### src/fstm_pkg.sv
package fstm_pkg;

    localparam int unsigned WINDOW_DEFAULT = 64;
    localparam logic [31:0] PERIOD_RESET   = 32'd16666667;

    localparam logic [1:0] OP_RECORD = 2'd0;
    localparam logic [1:0] OP_SNAP   = 2'd1;
    localparam logic [1:0] OP_CLEAR  = 2'd2;

    localparam logic [47:0] MAX48 = {48{1'b1}};
    localparam logic [55:0] MAX56 = {56{1'b1}};
    localparam logic [62:0] MAX63 = {63{1'b1}};
    localparam logic [23:0] RATE_MAX = {24{1'b1}};

    // One billion times 256: the Q8 scaling that turns steps per nanosecond into steps per second.
    localparam logic [39:0] RATE_SCALE = 40'd256000000000;

    typedef struct packed {
        logic        start;
        logic [63:0] dividend;
        logic [63:0] divisor;
    } div_req_t;

    typedef struct packed {
        logic        done;
        logic [63:0] quotient;
    } div_rsp_t;

endpackage

### src/fstm_div.sv
module fstm_div
    import fstm_pkg::*;
(
    input  logic     aclk,
    input  logic     aresetn,
    input  div_req_t req,
    output div_rsp_t rsp
);

    logic [63:0] quo_reg, quo_next;
    logic [63:0] rem_reg, rem_next;
    logic [63:0] dvs_reg, dvs_next;
    logic [6:0]  cnt_reg, cnt_next;
    logic        busy_reg, busy_next;
    logic        done_reg, done_next;
    logic [64:0] trial;

    always_comb begin
        quo_next  = quo_reg;
        rem_next  = rem_reg;
        dvs_next  = dvs_reg;
        cnt_next  = cnt_reg;
        busy_next = busy_reg;
        done_next = 1'b0;
        trial     = {rem_reg, quo_reg[63]} - {1'b0, dvs_reg};
        if (req.start) begin
            quo_next  = req.dividend;
            rem_next  = '0;
            dvs_next  = req.divisor;
            cnt_next  = 7'd0;
            busy_next = 1'b1;
        end else if (busy_reg) begin
            if (!trial[64]) begin
                rem_next = trial[63:0];
                quo_next = {quo_reg[62:0], 1'b1};
            end else begin
                rem_next = {rem_reg[62:0], quo_reg[63]};
                quo_next = {quo_reg[62:0], 1'b0};
            end
            cnt_next = cnt_reg + 7'd1;
            if (cnt_reg == 7'd63) begin
                busy_next = 1'b0;
                done_next = 1'b1;
            end
        end
    end

    always_ff @(posedge aclk) begin
        if (!aresetn) begin
            busy_reg <= 1'b0;
            done_reg <= 1'b0;
            cnt_reg  <= '0;
        end else begin
            busy_reg <= busy_next;
            done_reg <= done_next;
            cnt_reg  <= cnt_next;
        end
        quo_reg <= quo_next;
        rem_reg <= rem_next;
        dvs_reg <= dvs_next;
    end

    assign rsp.done     = done_reg;
    assign rsp.quotient = quo_reg;

endmodule

### config.mk
export PLATFORM = sky130hd
export DESIGN_NAME = fstm_div
export DESIGN_NICKNAME = d
export VERILOG_FILES = /design/src/fstm_pkg.sv /design/src/fstm_div.sv
export SDC_FILE = /design/constraint.sdc
export NUM_CORES = 1
export LEC_CHECK = 0
export BUFFER_PORTS_ARGS = -buffer_cell sky130_fd_sc_hd__buf_2
export CORE_ASPECT_RATIO = 0.75
export CORE_UTILIZATION = 55
export DETAILED_ROUTE_END_ITERATION = 7
export PLACE_DENSITY = 0.77
export SLEW_MARGIN = 20
export SYNTH_ARGS = -nofsm -noshare
export SYNTH_HDL_FRONTEND = slang
export SYNTH_SLANG_ARGS = --single-unit
### constraint.sdc
create_clock -name aclk -period 4.2 [get_ports aclk]
set_input_delay 0 -clock aclk [delete_from_list [all_inputs] [get_ports aclk]]
set_output_delay 0 -clock aclk [all_outputs]
set_load 0.05 [all_outputs]
==> summary.md <==
| Metric | Value |
|---|---|
| Layout cells sized above 1 | 0.204 |
| Post-route ant nets | 0 |
| Synth async-reset ratio | 0 |
| Leakage | 6.42 nW |
| Final hold slack | 0.196 ns |
| Die Ht | 129 um |
| P&R area growth vs syn | 26.9% |
| Buffers on Ports | 195 |
| Library cells used by synthesis | 71 |
| Core region area | 21200 um^2 |
| Clk Latency, worst-skew pair | 0.51 ns |
| Total CTS buffers | 22 |
| Placed Area | 13100 um^2 |
| Number of synthesized register bits | 201 |
| Synthesized area per cell | 9.61 um^2 |
| Synth Cell Area | 11900 um^2 |
| R2R Setup Slk | 0.29 ns |
| Grt peak-use layer | met2 |
| Tmin final | 3.91 ns |
| F_max | 256 MHz |
| Layout Nets | 1733 |
| Worst-path fanout max | 22 |
| Global routing usage on met3 | 0.0544 |
| Placer Congestion | 0.970 |
| CP Capture Type | flop |
| Min-Delay Path Depth | 2 |
| Yosys top cell area share | 0.323 |
| CTS tree | yes |
| Clock sinks | 201 |
| Clock tree buffer depth | 3 |
| Die ar. | 22300 um^2 |
| Mapped Cells | 1240 |
| Pre-Repair DR Iteration Count | 5 |
| Final wirelength | 33400 um |
| Max_cap viols | 0 |
| Wirelength per Cell | 18.1 um |
| Via Count | 10700 |
| Mapped Nets | 1437 |
| Yosys warns | 0 |
| Top cells by area, synth | edfxtp_1, dfxtp_1, ha_1 |
| Worst Hold Class | input pin to flop |
| Pwr dens | 404 nW/um^2 |
| Startpoint type of the worst setup path | flop |
| DP HPWL | 21300 um |
| Final instance area | 15100 um^2 |
| Critical path class | flop to flop |
| Period utilization | 0.931 |
| Met1 Track Usage GR | 0.405 |
| Row count | 46 |
| Starting Density | 0.563 |
| Top FF cell, synth | edfxtp_1 |
| # H-tree levels | 1 |
| Vias per Instance | 5.84 |
| Least-Margin Pin Slew | 0.843 ns |
| Inserted Diodes | 0 |
| Residual DRC | 0 |
| Antenna violations before repair | 0 |
| Initial DRC count | 997 |
| Global-route wire length before repair | 52000 um |
| Post-synth EDFFs | 128 |
| Setup bufs post-CTS | 0 |
| Final Hold Fails | 0 |
| R2R depth | 14 |
| GRT met2 Usage | 0.477 |
| WP data arrival | 4.32 ns |
| Tot Pwr | 6.12 mW |
| Setup_tns | 0 ns |
| # fillers | 1537 |
| Die width | 172 um |
| I/O pin cnt | 196 |
| Max Slew Vio Count | 0 |
| Largest net degree at the start of global routing | 70 |
| Status | finished clean |
| Sequential-to-total area share from yosys stat | 0.445 |
| Clk root buf | clkbuf_16 |
| Total GRT Usage | 0.297 |
| Remaining Overflow, GRT | 0 |
| Most instantiated library cell after synthesis | nand2_1 |
| Worst rel slew slack | 0.438 |
| Crit path required time | 4.61 ns |
| Peak VDD IR | 0.000412 V |
| Vias in the first global route | 10100 |
| RSZ-0062 raised after global routing | no |
| Largest area contributor in the netlist | edfxtp_1 |
| Synth top cells by count | nand2_1, edfxtp_1, a21oi_1, inv_1, nor2_1 |
| CTS clock-pin slew for the worst setup and hold paths | 0.07 ns |
| Final clock skew | 0.0130 ns |
| Final number of setup-violating endpoints | 0 |
logic make-up (layout without fill, tap and decap cells):
kind of cell / after synthesis / count (layout) / share of synthesized area
adder cells (fa/ha/maj): 66 / 66 / 0.0699
AO/OA/AOI/OAI: 309 / 309 / 0.174
multiplexers: 74 / 74 / 0.0688
buffers and inverters: 154 / 466 / 0.0511
XOR/XNOR: 61 / 61 / 0.0448
AND/OR/NAND/NOR: 375 / 375 / 0.146
flip-flops: 201 / 201 / 0.445
final timing paths:
check	start	end
setup / recovery	quo_reg[63]$_DFFE_PP_	rem_reg[5]$_SDFFE_PP0P_
setup reg to reg	quo_reg[63]$_DFFE_PP_	rem_reg[5]$_SDFFE_PP0P_
hold reg to reg	rem_reg[10]$_SDFFE_PP0P_	rem_reg[10]$_SDFFE_PP0P_
hold / removal	req[33]	dvs_reg[33]$_DFFE_PP_
power breakdown:
part / internal (mW) / switching [mW] / leakage (nW)
clock: 1.13 / 0.808 / 0.353
sequential: 2.30 / 0.119 / 1.87
combinational: 0.657 / 1.10 / 4.20
total: 4.09 / 2.02 / 6.42
final cells by class:
type | count | area [um^2] | share of cell area
Inverter | 88 | 330 | 0.0218
Timing Repair Buffer | 338 | 2380 | 0.158
Sequential cell | 201 | 5310 | 0.351
Clock buffer | 36 | 696 | 0.0460
Clock inverter | 4 | 27.5 | 0.00182
Multi-Input combinational cell | 885 | 6020 | 0.398
Tap cell | 288 | 360 | 0.0238
worst max-delay path, cell delays in order, from the launching register on:
cell and delay [ns]:
edfxtp_1 0.37, inv_1 0.08, ha_1 0.26, fa_1 0.41, nand2b_1 0.18, a21o_1 0.20, a31o_4 0.26, o31ai_4 0.31
a211oi_2 0.17, nor4_4 0.34, or2_1 0.28, xnor2_2 0.18, buf_4 0.34, nand2_1 0.11, a311oi_1 0.30
cells in the final DEF, fill, tap and decap left out, types with 6 or more instances in the layout:
cell type	Yosys	final
nor2_1	87	87
o21bai_1	20	20
a211oi_1	6	6
nand2b_1	10	10
nand3_1	25	25
a21oi_1	90	90
clkbuf_16	0	24
a31oi_1	11	11
nand4_1	22	22
dfxtp_1	73	72
and4_1	7	7
ha_1	65	65
nor2b_1	6	6
a21o_1	26	26
mux2i_1	11	11
o21ai_0	57	57
inv_1	88	87
and2_1	7	7
mux2_2	63	63
edfxtp_1	128	128
xnor2_1	35	33
xor2_1	26	26
and3_1	8	8
nor3_1	12	12
a311oi_1	41	41
buf_2	12	194
dlygate4sd3_1	0	130
nor3b_1	7	7
clkbuf_1	50	7
nand2_1	163	163
buf_4	2	12
stage by stage:
| step | instances | util | setup slack [ns] |
|---|---|---|---|
| after floorplan | 1240 | - | 0.348 |
| after global placement | 1670 | 0.618 | 0.546 |
| after detailed placement | 1670 | 0.618 | 0.406 |
| after CTS | 1840 | 0.714 | 0.279 |
| after global routing | 1840 | 0.714 | 0.0364 |
| final | 1840 | 0.714 | 0.292 |
what timing repair did:
action,4_1_cts,5_1_grt
hold buffers,130,0
endpoints found under the setup margin,0,5
endpoints found under the hold margin,157,0
gates resized for setup,0,1
per-layer routing:
layer,part of all wire,wire [um]
met2,0.45,15000
met3,0.076,2540
met1,0.44,14700
met5,0,0
met4,0.032,1060
Power figures use the tool's default switching activity.
