===== src/fstm_ram.sv =====
module fstm_ram #(
    parameter int unsigned WIDTH = 8,
    parameter int unsigned DEPTH = 64
) (
    input  logic                     aclk,
    input  logic                     wr_en,
    input  logic [$clog2(DEPTH)-1:0] wr_addr,
    input  logic [WIDTH-1:0]         wr_data,
    input  logic [$clog2(DEPTH)-1:0] rd_addr,
    output logic [WIDTH-1:0]         rd_data
);

    logic [WIDTH-1:0] mem [DEPTH];
    logic [WIDTH-1:0] rd_data_reg;

    always_ff @(posedge aclk) begin
        if (wr_en) begin
            mem[wr_addr] <= wr_data;
        end
        rd_data_reg <= mem[rd_addr];
    end

    assign rd_data = rd_data_reg;

endmodule


===== config.mk =====
export PLATFORM = sky130hd
export DESIGN_NAME = fstm_ram
export DESIGN_NICKNAME = d
export VERILOG_FILES = /design/src/fstm_ram.sv
export SDC_FILE = /design/constraint.sdc
export NUM_CORES = 1
export LEC_CHECK = 0
export BUFFER_PORTS_ARGS = -buffer_cell sky130_fd_sc_hd__buf_2
export CORE_AREA = 5 5 174 209
export DETAILED_ROUTE_END_ITERATION = 6
export DIE_AREA = 0 0 179 214
export PLACE_DENSITY_LB_ADDON = 0.1
export SETUP_SLACK_MARGIN = 0.3
export SYNTH_ARGS = -nofsm -noshare
export SYNTH_HDL_FRONTEND = slang
export SYNTH_SLANG_ARGS = --single-unit

===== constraint.sdc =====
create_clock -name aclk -period 2.7 [get_ports aclk]
set_input_delay 0.27 -clock aclk [delete_from_list [all_inputs] [get_ports aclk]]
set_output_delay 0.27 -clock aclk [all_outputs]
set_load 0.005 [all_outputs]

==> results of run 1 <==
-- worst reg2reg max path: cells and delay by family (launching register included) --
family | cells | cell delay, ns
multiplexers | 2 | 1.01
flip-flops | 1 | 0.37
AND/OR/NAND/NOR | 1 | 0.11
AO/OA/AOI/OAI | 1 | 0.46
-- cell type report --
class	instances	area, um^2	area share, %
repair buffers	134	1010	4.38
diodes	1	2.50	0.0108
flip-flops and latches	520	15500	67.3
multi-input cells	369	4320	18.7
clock buffers	67	1380	5.97
well taps	456	571	2.47
clock inverters	22	260	1.13
-- where the power goes --
part | internal, uW | switching (uW) | total, uW
clock network | 4130 | 2820 | 6950
registers | 8930 | 28.9 | 8960
logic | 336 | 520 | 856
-- cells in the final DEF, fill, tap and decap left out, drive strengths merged, types with 3 or more instances in the layout --
cell type  netlist  layout
a21oi            3       3
o22ai            8       8
nand2b           7       7
nand3           13      13
o21ai            4       4
bufinv           0       6
o2111ai          3       3
mux2            13      13
dfxtp            8       8
o2bb2ai          3       3
nor2b           14      14
buf             34     133
edfxtp         512     512
a211oi           4       4
mux2i           23      23
clkbuf          17      68
a221oi           6       6
nor2            83      83
a22oi            3       3
o221ai           8       8
nand2           19      19
nand3b           3       3
clkinv           0      13
nor3             7       7
mux4           126     126
-- worst paths after layout --
check,end,slack [ns],from,depth (start not counted)
worst max-delay path,rd_data[7],0.56,rd_addr[0],7
worst max register to register,rd_data[7],0.62,mem[55][7],4
worst min-delay path,mem[8][4],0.10,wr_data[4],1
worst min register to register,rd_data[0],0.86,mem[18][0],4
-- layer usage --
layer / track usage, % / share of wire (%) / vias to the layer above
met2: 40.5 / 51 / 507
met1: 36.1 / 39 / 5257
met4: 6.55 / 2.6 / 2
li1: - / - / 4200
met3: 4.48 / 7.8 / 90
met5: 0 / 0.032 / -
-- kinds of logic (layout without fill, tap and decap cells) --
| family | count (synthesis) | in the layout | synth area share (%) |
|---|---|---|---|
| AOI/OAI and AO/OA | 54 | 54 | 2.07 |
| muxes | 162 | 162 | 15.9 |
| other | 0 | 1 | 0 |
| buffers and inverters | 51 | 223 | 1.57 |
| and+or+nand+nor | 153 | 153 | 3.39 |
| DFF | 520 | 520 | 77.0 |
-- per-stage QoR --
| step | util [%] | total power (uW) | area, um^2 |
|---|---|---|---|
| 2_1_floorplan | - | 9600 | 20200 |
| 3_3_place_gp | 63.1 | 9960 | 21400 |
| 3_5_place_dp | 63.1 | 9990 | 21400 |
| 4_1_cts | 67.9 | 16900 | 23100 |
| 5_1_grt | 67.9 | 17300 | 23100 |
| 6_report | 67.9 | 16800 | 23100 |
==> out/metrics.csv, run 1 <==
stage;metric;value;unit
yosys;yosysUniqueCellTypes;40;
die;fp.dieW;179;um
yosys;synth_cells;940;
global_routing;grt_usage;25.1;%
global_routing;grt_pass1_vias;10500;
timing;period_share;79.2;%
detailed_routing;ant_nets;0;
die;die_area;38300;um^2
critical_path;path_cells;clkbuf_8, buf_12, buf_4, mux4_2, mux4_2, o21ai_0, nand2_1;
critical_path;worst-path-buf-inv;3;
yosys;synth_top_cell_area_share;76.2;%
yosys;synth_edf_count;512;
timing;slew_violations;0;
timing;fmax;0.468;GHz
detailed_routing;via_count;10100;
timing;hold_viol_final;0;
critical_path;arrival;2.56;ns
critical_path;slowest_delay;0.51;ns
yosys;ys_top_cells_by_area;edfxtp_1, mux4_2, nor2_1;
run;cap_violations;0;
yosys;synth_top_area_cell;edfxtp_1;
cells_and_area;largest_register_ffs;512;
timing;tightest_slew;0.915;ns
place;dpl.hpwl;29.9;mm
global_routing;grt_max_degree;65;
cells_and_area;final_nets;1096;
critical_path;crit_top_cell;mux4_2;
detailed_routing;wl_per_cell;29.6;um
run_status;status;completed;
cells_and_area;fill_cells;2152;
yosys;synth_area_per_cell;21.5;um^2
timing;setup_viol;0;
clocking;clk_latency;0.57;ns
place;io_buffer_count;29;
critical_path;crit_required;3.13;ns
detailed_routing;via_per_inst;6.41;
min_path;hold_class;in -> reg;
clocking;cts_root_buf;clkbuf_16;
timing;rsz0062_at_grt;no;
clocking;cts.htree.levels;2;
detailed_routing;drt_pre_antenna_iters;5;
pwr;powerDensity;727;nW/um^2
yosys;postSynth.asyncResetShare;0;%
place;dpl.cell_count;1479;
clocking;cts_tree;built;
place;dp_slack;-0.0474;ns
yosys;synthTopCellsByCount;edfxtp_1, mux4_2, nor2_1;
detailed_routing;drtIter0Drc;1151;
detailed_routing;wl;46.5;mm
yosys;ys.flop_type;edfxtp_1;
critical_path;critPathMaxFanout;22;
global_routing;grt-ovfl-total;0;
clocking;clk_pin_slew_worst_paths;0.06;ns
clocking;ctsHoldBuffers;0;
clocking;cts_buffer_depth;3;
global_routing;grt_antenna_before_repair;1;
cells_and_area;syn_to_final_growth;14.4;%
cells_and_area;layout.cells.non_filler;1569;
clocking;post_cts_resized;0;
timing;hold-worst-slack;0.101;ns
die;core;34000;um^2
yosys;syn-num-nets;962;
die;fp.dieH;214;um
detailed_routing;drc;0;
critical_path;crit_path_end_kind;flop;
yosys;synth-seq-cells;520;
place;gp_congestion;0.872;
critical_path;cp-start-kind;primary input;
global_routing;grt_pass1_wl;69.6;mm
timing;period_needed;2.14;ns
yosys;synth_seq_area_share;77.0;%
timing;final.setup.tns;0;ns
cells_and_area;final_layout_size_suffix_gt1_share;31.0;%
timing;fin_worst_skew;0.0156;ns
yosys;yosysMostFrequentCell;edfxtp_1;
timing;relSlewSlack;38.8;%
clocking;cts_inserted_buffers;49;
yosys;yosysWarnings;0;
pwr;leakage;0.00743;uW
timing;setup_slack;0.562;ns
die;num_rows;74;
die;io_pins;30;
critical_path;cp_top_family;multiplexers;
critical_path;critPathSlowestCell;mux4_2;
die;start_util;59.3;%
pwr;max-vdd-ir-drop;0.000600;V
critical_path;crit_type;in -> reg;
clocking;clock_sinks;520;
yosys;netlist_area;20200;um^2
clocking;postCtsSetupBuffers;0;
Power figures use the tool's default switching activity.
==> inputs of run 2 (changes only) <==
==> constraint.sdc (replaced) <==
create_clock -name aclk -period 2.05 [get_ports aclk]
set_input_delay 0.205 -clock aclk [delete_from_list [all_inputs] [get_ports aclk]]
set_output_delay 0.205 -clock aclk [all_outputs]
set_load 0.005 [all_outputs]
==> out/metrics.csv, run 2 (synthesis results as in run 1) <==
stage;metric;value;unit
run_status;status;completed;
global_routing;grt_pass1_wl;69.6;mm
cells_and_area;fin_area;23600;um^2
clocking;clock_sinks;520;
global_routing;grt_max_degree;45;
timing;slew_violations;0;
critical_path;rrSetupSlack;0.19;ns
clocking;cts.htree.levels;2;
critical_path;critPathMaxFanout;1;
cells_and_area;syn_to_final_growth;16.9;%
critical_path;timing.rr.start;mem[21][4];
clocking;cts_root_buf;clkbuf_16;
global_routing;grt_pass1_vias;10600;
pwr;seq_power_share;53.1;%
pwr;p_total;22200;uW
die;num_rows;74;
critical_path;crit_path_end_kind;flop;
timing;period_needed;1.86;ns
cells_and_area;layout_commonest_cell;edfxtp_1;
timing;rsz0062_at_grt;yes;
global_routing;grt_antenna_before_repair;1;
die;core;34000;um^2
die;die_area;38300;um^2
clocking;clk_latency;0.56;ns
critical_path;rr_worst_depth;6;
pwr;power_frac_comb;5.7;%
critical_path;crit_required;2.48;ns
global_routing;grt_usage;25.0;%
critical_path;crit_type;reg -> reg;
timing;tightest_slew;0.670;ns
critical_path;path_cells;mux4_2, mux2_4, o221a_4, nor3_2, buf_4, o32ai_1;
place;gp_congestion;0.846;
clocking;cts_inserted_buffers;47;
timing;fmax;0.536;GHz
cells_and_area;mostFrequentLayoutCells;edfxtp_1, buf_4, mux4_2;
critical_path;cp-start-kind;flop;
min_path;holdPathStages;3;
min_path;hold_class;in -> reg;
pwr;p_int;17800;uW
timing;fin_worst_skew;0.0111;ns
pwr;p_sw_share;20.0;%
cells_and_area;largest_register_ffs;512;
detailed_routing;drt_pre_antenna_iters;5;
detailed_routing;wl_per_cell;29.1;um
place;dpl.cell_count;1517;
global_routing;grt-ovfl-total;0;
detailed_routing;via_per_inst;6.35;
detailed_routing;ant_nets;0;
clocking;ctsHoldBuffers;0;
critical_path;critPathSlowestCell;mux4_2;
cells_and_area;final_layout_size_suffix_gt1_share;34.6;%
timing;relSlewSlack;55.3;%
die;start_util;59.3;%
detailed_routing;via_count;10200;
pwr;max-vdd-ir-drop;0.000692;V
timing;hold_viol_final;0;
place;dpl.hpwl;30.9;mm
cells_and_area;fill_cells;2109;
clocking;clk_pin_slew_worst_paths;0.06;ns
timing;setup_viol;0;
critical_path;slowest_delay;0.48;ns
clocking;cts_tree;built;
place;post_dp_cell_area;21900;um^2
timing;period_share;90.9;%
pwr;p_sw;4440;uW
cells_and_area;final_nets;1132;
detailed_routing;wl;46.6;mm
detailed_routing;drc;0;
pwr;leakage;0.00769;uW
min_path;whs_endpoint;rd_data[0];
die;io_pins;30;
pwr;powerDensity;943;nW/um^2
critical_path;arrival;2.29;ns
run;cap_violations;0;
die;fp.dieH;214;um
die;fp.dieW;179;um
critical_path;worst-path-buf-inv;1;
critical_path;r2r_end;rd_data[4];
pwr;p_clk_share;41.2;%
min_path;min_from;rd_addr[5];
cells_and_area;layout.cells.non_filler;1602;
critical_path;cp_top_family;multiplexers;
detailed_routing;drtIter0Drc;1059;
place;io_buffer_count;29;
clocking;cts_buffer_depth;3;
cells_and_area;postLayoutCoreUtil;69.4;%
run 2: cell count changes in the layout (fill, tap and decap cells not counted), sizes merged:
cell      before  now
buf          133  171
bufinv         6    9
clkbuf        68   59
clkinv        13   17
clkinvlp       2    0
inv            1    0
run 2: stage by stage:
| stage | setup slack [ns] | hold slack [ns] | setup TNS [ns] |
|---|---|---|---|
| after CTS | 0.123 | 0.0303 | 0 |
| after detailed placement | -0.181 | 0.630 | -1.20 |
| after floorplan | 0.297 | 0.304 | 0 |
| after global routing | 0.120 | 0.0524 | 0 |
| after global placement | -0.158 | 0.643 | -1.01 |
| final | 0.186 | 0.0715 | 0 |
run 2: worst reg2reg max path, cell delays in order (launching register included):
cell      delay [ns]
edfxtp_1        0.38
mux4_2          0.48
mux2_4          0.30
o221a_4         0.27
nor3_2          0.11
buf_4           0.13
o32ai_1         0.07
run 2: power by group through the flow:
stage	clock network [uW]	logic, uW	registers (uW)
2_1_floorplan	0	636	12000
5_1_grt	9790	1330	11800
4_1_cts	9310	1260	11800
3_5_place_dp	0	1230	12000
3_3_place_gp	0	1190	12000
6_report	9170	1260	11800
run 2: layer usage:
metal,track usage (%),vias to the layer above,routed length (um)
met4,7.55,2,1470
met3,4.34,105,3590
met2,39.4,463,22900
met1,36.5,5336,18600
li1,-,4266,-
met5,0,-,18
run 2: area by class of cell:
type | instances | area (um^2) | area share, %
Sequential cell | 520 | 15500 | 65.9
Tap cell | 456 | 571 | 2.42
Timing Repair Buffer | 172 | 1450 | 6.13
Multi-Input combinational cell | 369 | 4420 | 18.8
Clock buffer | 58 | 1260 | 5.34
Clock inverter | 26 | 347 | 1.47
Antenna cell | 1 | 2.50 | 0.0106
run 2: how the worst max path moves through the flow:
stage | startpoint | endpoint | slack, ns | cells past startpoint
floorplan | rd_addr[0] | rd_data[7] | 0.30 | 7
global placement | rd_addr[0] | rd_data[2] | -0.16 | 8
detailed placement | rd_addr[0] | rd_data[2] | -0.18 | 8
CTS | mem[21][4] | rd_data[4] | 0.12 | 6
global route | mem[21][4] | rd_data[4] | 0.12 | 6
finish | mem[21][4] | rd_data[4] | 0.19 | 6
run 2: what timing repair did:
| item | CTS | global route |
|---|---|---|
| endpoints found under the setup margin | 8 | 8 |
| pin swaps | 3 | 3 |
| endpoints found under the hold margin | 0 | 0 |
| resized for setup | 17 | 7 |
| buffers inserted | 0 | 0 |
